--- config.mk ---
export PLATFORM = sky130hd
export DESIGN_NAME = trace_window_write_checker_top
export DESIGN_NICKNAME = d
export VERILOG_FILES = /design/src/sv/twwc_pkg.sv /design/src/sv/twwc_window.sv /design/src/sv/trace_window_write_checker_top.sv
export SDC_FILE = /design/constraint.sdc
export NUM_CORES = 1
export LEC_CHECK = 0
export BUFFER_PORTS_ARGS = -buffer_cell sky130_fd_sc_hd__buf_2
export CAP_MARGIN = 20
export CORE_MARGIN = 4
export CORE_UTILIZATION = 28
export CTS_CLUSTER_SIZE = 8
export DETAILED_ROUTE_END_ITERATION = 6
export GPL_ROUTABILITY_DRIVEN = 0
export SLEW_MARGIN = 20
export SYNTH_ARGS = -nofsm -noshare
export SYNTH_HDL_FRONTEND = slang
export SYNTH_HIERARCHICAL = 1
export SYNTH_SLANG_ARGS = --single-unit
--- constraint.sdc ---
create_clock -name clk_i -period 6.6 [get_ports clk_i]
set_input_delay 0.99 -clock clk_i [delete_from_list [all_inputs] [get_ports clk_i]]
set_output_delay 0.99 -clock clk_i [all_outputs]
set_load 0.02 [all_outputs]
--- src/sv/twwc_pkg.sv ---
// ----------------------------------------------------------------------------
// twwc_pkg
// Shared types and codes of the trace window write checker.
// ----------------------------------------------------------------------------
package twwc_pkg;

  localparam int unsigned TypeW   = 2;
  localparam int unsigned DataW   = 64;
  localparam int unsigned FillW   = 3;

  typedef enum logic [1:0] {
    KIND_PUSH  = 2'd0,
    KIND_END   = 2'd1,
    KIND_CHECK = 2'd2
  } kind_e;

  typedef enum logic [2:0] {
    ST_ACCEPTED  = 3'd0,
    ST_MATCHED   = 3'd1,
    ST_MISMATCH  = 3'd2,
    ST_FULL      = 3'd3,
    ST_NEED_MORE = 3'd4
  } status_e;

  typedef struct packed {
    logic [TypeW-1:0] entry_type;
    logic [DataW-1:0] address;
    logic [DataW-1:0] data_value;
  } entry_t;

  typedef struct packed {
    status_e          status;
    logic             error_seen;
    logic [FillW-1:0] fill_count;
  } result_t;

endpackage

--- src/sv/twwc_window.sv ---
// ----------------------------------------------------------------------------
// twwc_window
// Expected-entry window with parallel match, shift-down removal and flags.
// ----------------------------------------------------------------------------
module twwc_window #(
  parameter int unsigned Depth = 4
) (
  input  logic              clk_i,
  input  logic              rst_ni,
  input  logic              apply_i,
  input  logic [1:0]        kind_i,
  input  twwc_pkg::entry_t  entry_i,
  output twwc_pkg::result_t result_o
);

  localparam int unsigned CntW = $clog2(Depth + 1);

  twwc_pkg::entry_t entry_q [Depth];
  twwc_pkg::entry_t entry_d [Depth];
  logic [CntW-1:0]  count_q, count_d;
  logic             ended_q, ended_d;
  logic             error_q, error_d;

  logic [Depth-1:0] hit;
  logic [Depth-1:0] after_hit;
  logic             full;
  logic             push_en;
  logic             drop_en;
  twwc_pkg::status_e status;
  logic [CntW+2:0]  count_ext;

  assign full = (count_q == CntW'(Depth));

  always_comb begin
    for (int j = 0; j < Depth; j++) begin
      hit[j] = (CntW'(j) < count_q) && (entry_q[j] == entry_i);
    end
    after_hit[0] = hit[0];
    for (int j = 1; j < Depth; j++) begin
      after_hit[j] = after_hit[j-1] | hit[j];
    end
  end

  always_comb begin
    status  = twwc_pkg::ST_ACCEPTED;
    push_en = 1'b0;
    drop_en = 1'b0;
    count_d = count_q;
    ended_d = ended_q;
    error_d = error_q;
    case (twwc_pkg::kind_e'(kind_i))
      twwc_pkg::KIND_PUSH: begin
        if (full) begin
          status = twwc_pkg::ST_FULL;
        end else begin
          push_en = apply_i;
          count_d = count_q + CntW'(1);
        end
      end
      twwc_pkg::KIND_END: begin
        ended_d = 1'b1;
      end
      twwc_pkg::KIND_CHECK: begin
        if (!full && !ended_q) begin
          status = twwc_pkg::ST_NEED_MORE;
        end else if (|hit) begin
          status  = twwc_pkg::ST_MATCHED;
          drop_en = apply_i;
          count_d = count_q - CntW'(1);
        end else begin
          status  = twwc_pkg::ST_MISMATCH;
          error_d = 1'b1;
        end
      end
      default: begin
        status = twwc_pkg::ST_ACCEPTED;
      end
    endcase
  end

  for (genvar j = 0; j < Depth; j++) begin : g_entry
    if (j < Depth - 1) begin : g_mid
      always_comb begin
        entry_d[j] = entry_q[j];
        if (drop_en && after_hit[j]) begin
          entry_d[j] = entry_q[j+1];
        end else if (push_en && (count_q == CntW'(j))) begin
          entry_d[j] = entry_i;
        end
      end
    end else begin : g_last
      always_comb begin
        entry_d[j] = entry_q[j];
        if (push_en && (count_q == CntW'(j))) begin
          entry_d[j] = entry_i;
        end
      end
    end

    always_ff @(posedge clk_i) begin
      entry_q[j] <= entry_d[j];
    end
  end

  always_ff @(posedge clk_i or negedge rst_ni) begin
    if (!rst_ni) begin
      count_q <= '0;
      ended_q <= 1'b0;
      error_q <= 1'b0;
    end else if (apply_i) begin
      count_q <= count_d;
      ended_q <= ended_d;
      error_q <= error_d;
    end
  end

  assign count_ext = {3'b000, count_d};

  assign result_o.status     = status;
  assign result_o.error_seen = error_d;
  assign result_o.fill_count = count_ext[2:0];

endmodule

--- src/sv/trace_window_write_checker_top.sv ---
// A transaction is held in the input register, its result in the result register.
// Throughput: one transaction per cycle unless out_stall_i holds the result; the window
// compare and the shift-down from a hit are combinational between the two registers.
// Reset: rst_ni clears the fill count, trace-end and error flags and both valid bits;
// window entries are not cleared and are read only below the fill count.
// ----------------------------------------------------------------------------
// trace_window_write_checker_top
// Checks observed writes against a window of pending expected trace entries.
// ----------------------------------------------------------------------------
module trace_window_write_checker_top #(
  parameter int unsigned WINDOW_DEPTH = 4
) (
  input  logic        clk_i,
  input  logic        rst_ni,
  input  logic        in_valid_i,
  output logic        in_stall_o,
  input  logic [1:0]  kind_i,
  input  logic [1:0]  entry_type_i,
  input  logic [63:0] address_i,
  input  logic [63:0] data_value_i,
  output logic        out_valid_o,
  input  logic        out_stall_i,
  output logic [2:0]  status_o,
  output logic        error_seen_o,
  output logic [2:0]  fill_count_o
);

  logic              in_valid_q;
  logic [1:0]        kind_q;
  twwc_pkg::entry_t  entry_q;
  logic              out_valid_q;
  twwc_pkg::result_t result_q;
  twwc_pkg::result_t result;
  logic              advance;
  logic              apply;
  logic              load;

  assign advance    = !out_valid_q || !out_stall_i;
  assign apply      = in_valid_q && advance;
  assign in_stall_o = in_valid_q && !advance;
  assign load       = in_valid_i && !in_stall_o;

  always_ff @(posedge clk_i or negedge rst_ni) begin
    if (!rst_ni) begin
      in_valid_q  <= 1'b0;
      out_valid_q <= 1'b0;
    end else begin
      if (!in_stall_o) begin
        in_valid_q <= in_valid_i;
      end
      if (advance) begin
        out_valid_q <= in_valid_q;
      end
    end
  end

  always_ff @(posedge clk_i) begin
    if (load) begin
      kind_q                <= kind_i;
      entry_q.entry_type    <= entry_type_i;
      entry_q.address       <= address_i;
      entry_q.data_value    <= data_value_i;
    end
    if (apply) begin
      result_q <= result;
    end
  end

  twwc_window #(
    .Depth (WINDOW_DEPTH)
  ) u_window (
    .clk_i    (clk_i),
    .rst_ni   (rst_ni),
    .apply_i  (apply),
    .kind_i   (kind_q),
    .entry_i  (entry_q),
    .result_o (result)
  );

  assign out_valid_o  = out_valid_q;
  assign status_o     = result_q.status;
  assign error_seen_o = result_q.error_seen;
  assign fill_count_o = result_q.fill_count;

`ifndef ASSERT_OFF
  a_stall_cause: assert property (@(posedge clk_i) disable iff (!rst_ni)
    in_stall_o |-> (out_valid_o && out_stall_i))
    else $error("input stalled without a stalled result");

  a_error_sticky: assert property (@(posedge clk_i) disable iff (!rst_ni)
    (out_valid_o && error_seen_o) |=> (!out_valid_o || error_seen_o))
    else $error("error flag cleared");

  a_mismatch_flag: assert property (@(posedge clk_i) disable iff (!rst_ni)
    (out_valid_o && (status_o == twwc_pkg::ST_MISMATCH)) |-> error_seen_o)
    else $error("mismatch without error flag");
`endif

endmodule

==> key figures <==
Status
  – Run status: complete, no violations

Timing
  – Final count of negative-setup-slack endpoints: 0
  – Headroom to the max-slew limit: 0.176
  – Skew final: 35.0 ps
  – Slew at the pin with the worst max-slew slack: 1240 ps
  – Total negative slack for setup checks: 0 ps
  – Fin. Hold Viols: 0
  – Setup repair after global routing missed its margin: no
  – Post-route clock period utilization: 0.808
  – Max Fclk: 0.188 GHz
  – Max-slew violation total from the final report: 0
  – Slack of the critical path: 1270 ps
  – Worst hold margin: 173 ps
  – Time the final worst path needs with I/O delays and setup: 5330 ps

CTS
  – Post-cts gate resize count: 0
  – CTS root buffer: clkbuf_16
  – Clock H-tree levels: 3
  – Worst-Skew Late Latency: 670 ps
  – Clock buffers created by TritonCTS: 94
  – Clock sink count: 666
  – Clock tree from TritonCTS: yes
  – Post CTS Setup Buffer Count: 0
  – Cts hold-fix bufs: 0
  – Deepest clock path buffer count: 3
  – Clock slew seen by the registers of the worst setup and hold paths: 50 ps

Worst setup path
  – Data required time at the worst endpoint: 6990 ps
  – Reg2reg start: u_window/count_q[1]
  – Worst-case register-to-register setup slack: 1270 ps
  – RR Endpoint: u_window/entry_q[2][122]
  – Critical path class: register to register
  – Worst setup path start: u_window/count_q[1]
  – Worst-path fanout max: 130
  – Timing endpoint of the critical path: u_window/entry_q[2][122]
  – WP data arrival: 5720 ps
  – Nature of the critical path startpoint: register
  – CP endpoint kind: register
  – Worst r2r path cells: 10

Floorplanning
  – FP Rows: 124
  – Height of the die: 347 um
  – Area of the core: 114,000 um^2
  – Top-level I/O count: 145
  – Floorplan die width: 347 um
  – Full die area: 120,000 um^2
  – Initial cell density of the core: 0.282

Synthesis
  – Post-synthesis register bit count: 666
  – Per-instance average area after synthesis: 14.9 um^2
  – Post-synth design cell area: 32,200 um^2
  – Most used flip-flop cell after synthesis: edfxtp_1
  – Synthesized net count: 2,298
  – Share of async-settable or async-resettable flops after synthesis: 0.0105
  – Netlist cell types: 61
  – Number of standard cells after synthesis: 2,157
  – Number of flops mapped to enable cells by yosys: 659
  – Post-synthesis sequential area ratio: 0.620
  – Number of warning messages in the yosys log: 6

Finish
  – Layout net count: 2,383
  – Commonest non-fill, non-tap cell in the layout: edfxtp_1
  – Diode count: 0
  – Final Util: 0.322
  – Fraction of layout instances using a drive strength above 1: 0.269
  – Leading cell types in the layout, fill and taps excluded: 659 x edfxtp_1, 372 x xnor2_1, 247 x mux2_2
  – Area growth from synthesis to layout: 14.3%

Detailed routing
  – 1st-pass router iterations: 5
  – Number of vias in the routed layout: 18,500
  – Detail Route Antenna Nets: 0
  – Residual DRC count: 0
  – Overall routed net length: 103,000 um
  – Number of DRC violations after detailed-routing iteration 0: 2,108
  – Routed wire per std cell: 27.2 um
  – Post-DR vias/cell: 4.92

Run
  – Max-capacitance violation count: 0

Pwr
  – P_leak: 11.6 nW
  – Power density cells: 281 nW/um^2
  – IR Drop Worst-Case VDD: 0.000184 V

GRT
  – Via count of the first global-routing pass: 18,200
  – Maximum number of pins on one net before global-route repair: 133
  – Antenna violations before repair: 2
  – Global Route Usage Sum: 0.165
  – Global-route wire length before repair: 142,000 um
  – Grt ovf: 0

Place
  – HPWL Detailed: 74,300 um
  – Input/output buffers: 144
  – Worst-case setup slack after placement: 1590 ps

Worst hold path
  – Classification of the worst-slack hold path: primary input to asynchronous set/reset pin
==> cell families (layout without fill, tap and decap cells) <==
logic type / count (synthesis) / after routing / share of synthesized area
DFF: 666 / 666 / 0.620
muxes: 358 / 358 / 0.135
AOI/OAI and AO/OA: 138 / 138 / 0.0317
xor gates and xnor gates: 420 / 420 / 0.114
buffers and inverters: 242 / 345 / 0.0370
and+or+nand+nor: 328 / 328 / 0.0599
adders and majority gates: 5 / 5 / 0.00194
==> where the power goes <==
group          leakage, nW  switching (mW)  internal [mW]
Clock                 1.27            1.82           2.63
Sequential            6.10           0.232           4.85
Combinational         4.24           0.473          0.338
==> worst max-delay path, cell delays in order, from the launching register on <==
cell and delay [ps]:
dfrtp_1 580, inv_1 170, ha_1 340, a2111o_1 500, a2111oi_0 760, nand4_1 290
nor4_2 540, nor2_1 200, a21oi_4 220, buf_12 680, mux2_2 420
==> registers in the layout (all words and copies together), names as in the netlist, 2 cells and up <==
register,cells
u_window/count_q,3
entry_q,130
status_o,3
u_window/entry_q,520
kind_q,2
fill_count_o,3
==> worst min-delay path by stage <==
| stage | from | to | slack (ps) | cells after the start |
|---|---|---|---|---|
| floorplan | entry_q[109] | u_window/entry_q[3][109] | 420 | 0 |
| global placement | u_window/error_q | u_window/error_q | 450 | 1 |
| detailed placement | u_window/error_q | u_window/error_q | 460 | 1 |
| CTS | rst_ni | out_valid_o | 130 | 1 |
| global route | rst_ni | in_valid_q | 150 | 1 |
| finish | rst_ni | out_valid_o | 170 | 1 |
==> cells in the mapped netlist, drive strengths merged, types with 2 or more instances <==
cell type | number | area (um^2)
nor3 | 6 | 30.0
a31oi | 2 | 12.5
o211ai | 2 | 15.0
xor2 | 48 | 420
or4b | 2 | 20.0
o21ai | 36 | 180
o22ai | 21 | 131
nor2 | 10 | 40.0
inv | 69 | 259
o2bb2ai | 3 | 26.3
nand4 | 102 | 638
xnor2 | 372 | 3260
nor4b | 2 | 17.5
ha | 5 | 62.6
nor4 | 48 | 307
nor2b | 55 | 344
a22o | 5 | 43.8
a2111o | 16 | 180
a2111oi | 5 | 45.0
clkbuf | 111 | 417
dfrtp | 7 | 175
o2111ai | 13 | 114
buf | 62 | 514
nand2 | 46 | 173
or3 | 2 | 12.5
a21boi | 2 | 15.0
a21oi | 9 | 56.3
o21a | 2 | 15.0
a21o | 6 | 46.3
mux2 | 357 | 4320
o221ai | 8 | 70.1
nand3 | 8 | 45.0
edfxtp | 659 | 19800
nand2b | 41 | 257
a22oi | 2 | 15.0
==> per-layer routing <==
layer  vias up  track usage  part of all wire
li1       8119            -                 -
met1      9413        0.222              0.42
met2       819        0.255              0.45
met3       188       0.0372             0.079
met4         2       0.0770             0.048
met5         -            0           0.00013
==> cell type report <==
class / count / area, um^2
clock inverters: 10 / 204
clock buffers: 104 / 2390
well taps: 1512 / 1890
repair buffers: 162 / 968
multi-input cells: 1249 / 11100
fillers: 11300 / 77400
inverters: 69 / 259
flip-flops and latches: 666 / 20000
==> per-stage QoR <==
step	area [um^2]	total power [mW]	std cells
global placement	34200	5.96	3658
floorplan	32200	5.57	2157
finish	36800	10.3	3772
detailed placement	34200	5.96	3658
global route	36800	10.7	3772
CTS	36800	10.5	3772
(Power assumes the default switching activity.)
